--- src/sv/rnsalu_pkg.sv ---
`timescale 1ns / 1ps
package rnsalu_pkg;

	typedef enum logic [2:0] {
		ACT_SET  = 3'd0,
		ACT_ADD  = 3'd1,
		ACT_SUB  = 3'd2,
		ACT_MUL  = 3'd3,
		ACT_MULS = 3'd4
	} action_t;

	typedef struct packed {
		logic [2:0]  action;
		logic [3:0]  lane;
		logic [31:0] a_residue;
		logic [31:0] b_residue;
		logic [63:0] scalar;
	} req_t;

	typedef struct packed {
		logic [31:0] result;
		logic [3:0]  lane_out;
	} res_t;

	localparam int MaxLanes = 9;

	// Each modulus is 2^32 - c with c below 2^9.
	function automatic logic [8:0] lane_c(logic [3:0] lane);
		logic [8:0] c;
		case (lane)
			4'd0:    c = 9'd483;
			4'd1:    c = 9'd419;
			4'd2:    c = 9'd369;
			4'd3:    c = 9'd315;
			4'd4:    c = 9'd267;
			4'd5:    c = 9'd185;
			4'd6:    c = 9'd135;
			4'd7:    c = 9'd99;
			4'd8:    c = 9'd17;
			default: c = 9'd0;
		endcase
		return c;
	endfunction

	// First fold: x = hi*2^32 + lo is congruent to hi*c + lo.
	function automatic logic [41:0] fold_hi(logic [63:0] x, logic [8:0] c);
		return ({10'd0, x[63:32]} * {33'd0, c}) + {10'd0, x[31:0]};
	endfunction

endpackage

--- src/sv/rnsalu_red.sv ---
`timescale 1ns / 1ps
module rnsalu_red (
	input  logic [41:0] x,
	input  logic [8:0]  c,
	output logic [31:0] r
);
	import rnsalu_pkg::*;

	logic [32:0] v;
	logic [32:0] m;

	// Second fold leaves v below 2^32 + 2^19, so one subtract of m finishes it.
	assign v = ({23'd0, x[41:32]} * {24'd0, c}) + {1'b0, x[31:0]};
	assign m = 33'h1_0000_0000 - {24'd0, c};
	assign r = (v >= m) ? 32'(v - m) : v[31:0];

endmodule

--- config.mk ---
export PLATFORM = sky130hd
export DESIGN_NAME = rnsalu_red
export DESIGN_NICKNAME = d
export VERILOG_FILES = /design/src/sv/rnsalu_pkg.sv /design/src/sv/rnsalu_red.sv
export SDC_FILE = /design/constraint.sdc
export NUM_CORES = 1
export LEC_CHECK = 0
export ABC_CLOCK_PERIOD_IN_PS = 14400
export BUFFER_PORTS_ARGS = -buffer_cell sky130_fd_sc_hd__buf_2
export CELL_PAD_IN_SITES_DETAIL_PLACEMENT = 0
export CELL_PAD_IN_SITES_GLOBAL_PLACEMENT = 1
export CORE_MARGIN = 10
export CORE_UTILIZATION = 46
export DETAILED_ROUTE_END_ITERATION = 12
export PLACE_DENSITY_LB_ADDON = 0.1
export SLEW_MARGIN = 10
export SYNTH_ARGS = -nofsm -noshare
export SYNTH_HDL_FRONTEND = slang
export SYNTH_SLANG_ARGS = --single-unit
--- constraint.sdc ---
create_clock -name vclk -period 14.4
set_input_delay 2.88 -clock vclk [all_inputs]
set_output_delay 2.88 -clock vclk [all_outputs]
set_load 0.03 [all_outputs]
==> out/qor.yml, run 1 <==
die_h_um: 136
syn2layout_area_growth_pct: 9.21
seq_cell_count: 0
avgSynthCellArea_um2: 7.96
yosysSeqAreaShare_pct: 0
drt_first_pass_iters: 5
track_usage_pct: 18.6
hold_viol: 0
fin_crit_ns: 13.90
drive_gt1_share_pct: 14.2
routedWlPerCell_um: 17.3
cp.arrival_ns: 11.02
pre_cts_slack_ns: 0.521
grt_max_degree: 23
status: "finished, final reports clean"
final_util_pct: 51.4
setup_violations: 0
cpMostUsedCell: "inv_1"
gp_congestion: 0.988
timing.final.ws_setup_ns: 0.496
worstPathRequired_ns: 11.52
num_antenna_cells: 0
final_nets: 1059
netlist_instances: 783
relSlewSlack_pct: 28.8
overflow: 0
die_w_um: 136
route.detailed.drc: 0
yosysMostFrequentCell: "inv_1"
fin_crit_sh_pct: 96.6
synthTopCellsByArea: "fa_1 23%, ha_1 18%, inv_1 6.3%"
synthesis.nets: 995
row_count: 42
slowest_delay_ns: 0.54
postCtsSetupBuffers: 0
start_kind: "input port"
ctsHoldBuffers: 0
cts_resized: 0
synth_area_leader_cell: "fa_1"
crit_type: "input port to primary output"
finalSetupTns_ns: 0
drv_cap: 0
grt_pass1_wl_um: 28900
first_iter_violations: 317
netlist.area_leader.share_pct: 23.4
io_pins: 83
netlist_top_cells_count: "104 x inv_1, 88 x ha_1, 73 x fa_1"
finalWirelength_um: 17600
dp_hpwl_um: 15300
vias: 5774
portBuffers: 83
initial_utilization_pct: 47.1
fmax_mhz: 71.9
synth_area_um2: 6240
core_area_um2: 13200
cp_max_fo: 22
drv_slew: 0
synth_warnings: 0
cpMaxStageDelayCell: "fa_1"
clock_buffers: 0
grt_pass1_vias: 5720
tightestPinTransition_ns: 1.06
min_path_type: "input port to primary output"
antenna_found_initial: 0
drt.antenna.violating_nets: 0
dieArea_um2: 18600
rsz0062_at_grt: "false"
yosys.cell_types.count: 57
vias_per_cell: 5.66
endpoint_kind: "primary output"
regArea_um2: 0
## cell usage in the layout (no fill, tap or decap), types with 7 or more instances in the layout
| master | netlist | final |
|---|---|---|
| a21oi_1 | 43 | 43 |
| nand2b_1 | 9 | 9 |
| o211ai_1 | 7 | 7 |
| nand2_1 | 72 | 72 |
| xnor2_1 | 31 | 31 |
| buf_2 | 2 | 83 |
| a21o_1 | 25 | 25 |
| o21bai_1 | 7 | 7 |
| a31oi_1 | 7 | 7 |
| o21ai_0 | 33 | 33 |
| mux2_2 | 26 | 26 |
| ha_1 | 88 | 88 |
| and3_1 | 9 | 9 |
| and2_1 | 57 | 57 |
| nand3_1 | 19 | 19 |
| nor2_1 | 29 | 29 |
| nor3_1 | 7 | 7 |
| fa_1 | 73 | 73 |
| nor4_1 | 9 | 9 |
| inv_1 | 104 | 104 |
| xor2_1 | 29 | 29 |
## layer usage
metal | up-vias | track usage, % | routed length, um
li1 | 2800 | - | -
met1 | 2807 | 24.6 | 7900
met2 | 152 | 33.0 | 8650
met3 | 15 | 1.66 | 876
met4 | 0 | 2.19 | 210
met5 | - | 0 | 0
## metrics by stage
step	area [um^2]	hold WS, ns	std cells
detailed placement	6810	6.27	1021
global route	6810	6.33	1021
global placement	6810	6.27	1021
CTS	6810	6.28	1021
finish	6810	6.27	1021
floorplan	6240	6.09	783
## final cells by class
cell class | count | area, um^2
inverters | 104 | 390
repair buffers | 86 | 450
multi-input cells | 655 | 5750
well taps | 176 | 220
fillers | 1318 | 6430
## path summary, 6_finish.rpt
kind / start / end / cells past startpoint
max: c[2] / r[8] / 32
min: x[26] / r[26] / 4
## cell families (layout without fill, tap and decap cells)
| logic type | after synthesis | after routing | synth area share [%] |
|---|---|---|---|
| multiplexers | 32 | 32 | 5.66 |
| buffers and inverters | 128 | 190 | 7.93 |
| AND/OR/NAND/NOR | 237 | 237 | 19.4 |
| AO/OA/AOI/OAI | 165 | 165 | 17.5 |
| XOR/XNOR | 60 | 60 | 8.43 |
| adder cells (fa/ha/maj) | 161 | 161 | 41.1 |
## critical path, delay by kind of cell
kind | cells | cell delay (ns)
multiplexers | 1 | 0.35
AO/OA/AOI/OAI | 7 | 1.54
AND/OR/NAND/NOR | 7 | 1.73
adder cells (fa/ha/maj) | 7 | 3.23
XOR/XNOR | 1 | 0.26
buffers and inverters | 9 | 0.99
Power of run 1 is left out: the tool's default activity adds up to more than one toggle a clock period on the data nets, which glitch-free logic cannot reach.
==> run 2: changes to the inputs <==
- CORE_ASPECT_RATIO: not set -> 1.4
==> out/qor.yml, run 2 (synthesis gave the netlist of run 1 again) <==
endpoint_kind: "primary output"
initial_utilization_pct: 46.8  # -0.29 points
pre_cts_slack_ns: 0.667  # +0.146 ns
min_path_type: "input port to primary output"
row_count: 50  # +19%
final_common_cell: "inv_1"
drv_slew: 0  # unchanged
min_to: "r[0]"
hold_viol: 0  # unchanged
die_w_um: 118  # -13%
grt_pass1_vias: 5958  # +4.2%
drt.antenna.violating_nets: 0  # unchanged
fin_crit_sh_pct: 95.7  # -0.84 points
gp_congestion: 0.894  # -9.5%
tightestPinTransition_ns: 1.20  # +0.143 ns
relSlewSlack_pct: 19.1  # -9.6 points
routedWlPerCell_um: 18.1  # +5.0%
die_h_um: 158  # +16%
rsz0062_at_grt: "false"
cp.arrival_ns: 10.90  # -0.12 ns
status: "finished, final reports clean"
drt_first_pass_iters: 4  # -1
worstHoldStart: "x[0]"
grt_max_degree: 30  # +30%
ctsHoldBuffers: 0  # unchanged
start_kind: "input port"
overflow: 0  # unchanged
vias: 5754  # -0.35%
cp_max_fo: 29  # +32%
fin_crit_ns: 13.78  # -0.121 ns
portBuffers: 83  # unchanged
regArea_um2: 0  # unchanged
timing.final.ws_setup_ns: 0.617  # +0.121 ns
seq_cell_count: 0  # unchanged
fillers: 1382  # +4.9%
core_area_um2: 13300  # +0.62%
vias_per_cell: 5.61  # -0.74%
dp_hpwl_um: 16300  # +6.2%
min_path_cells: 5  # +1
antenna_found_initial: 0  # unchanged
cpMostUsedCell: "inv_1"
cpMaxStageDelayCell: "fa_1"
grt_pass1_wl_um: 30600  # +5.9%
final_cell_mix: "104 x inv_1, 88 x ha_1, 83 x buf_2"
syn2layout_area_growth_pct: 9.09
route.detailed.drc: 0  # unchanged
finalSetupTns_ns: 0  # unchanged
drive_gt1_share_pct: 14.0  # -0.20 points
whs_ns: 6.34  # +0.0641 ns
final_nets: 1057  # -0.19%
slowest_delay_ns: 0.55  # about the same
track_usage_pct: 19.8  # +1.2 points
drv_cap: 0  # unchanged
first_iter_violations: 260  # -18%
worstPathRequired_ns: 11.52  # about the same
final_util_pct: 51.1  # -0.38 points
clock_buffers: 0  # unchanged
dieArea_um2: 18700  # +0.36%
setup_violations: 0  # unchanged
fmax_mhz: 72.6  # +0.88%
num_antenna_cells: 0  # unchanged
finalWirelength_um: 18600  # +5.4%
io_pins: 83  # unchanged
crit_type: "input port to primary output"
postCtsSetupBuffers: 0  # unchanged
cts_resized: 0  # unchanged
[run 2: changes by cell type in the layout (fill, tap and decap cells not counted)]
cell	previous run	this run
buf_4	2	0
[run 2: how the worst max path moves through the flow]
stage,startpoint,to,depth (start not counted)
floorplan,c[7],r[0],28
global placement,c[2],r[3],32
detailed placement,c[2],r[16],32
CTS,c[2],r[16],32
global route,c[2],r[12],32
finish,c[2],r[19],32
[run 2: area by class of cell]
cell class | instances | area (um^2) | share of cell area, %
Tap cell | 182 | 228 | 3.35
Multi-Input combinational cell | 655 | 5750 | 84.5
Inverter | 104 | 390 | 5.74
Timing Repair Buffer | 84 | 435 | 6.40
[run 2: metrics by stage]
stage          instance area, um^2  instances
2_1_floorplan                 6240        783
3_3_place_gp                  6800       1025
3_5_place_dp                  6800       1025
4_1_cts                       6800       1025
5_1_grt                       6800       1025
6_report                      6800       1025
[run 2: critical path, delay by kind of cell]
| family | cells | cell delay (ns) |
|---|---|---|
| muxes | 1 | 0.36 |
| buffers and inverters | 9 | 1.03 |
| and+or+nand+nor | 7 | 1.63 |
| AOI/OAI and AO/OA | 7 | 1.39 |
| xor gates and xnor gates | 1 | 0.30 |
| adders and majority gates | 7 | 3.28 |
[run 2: metal layers]
| metal | wire length, um | part of all wire [%] | global-route usage [%] |
|---|---|---|---|
| met1 | 7060 | 38 | 21.4 |
| met2 | 10400 | 56 | 39.8 |
| met3 | 554 | 3.0 | 1.50 |
| met4 | 609 | 3.3 | 5.60 |
| met5 | 0 | 0 | 0 |
Power of run 2 is left out for the same reason.
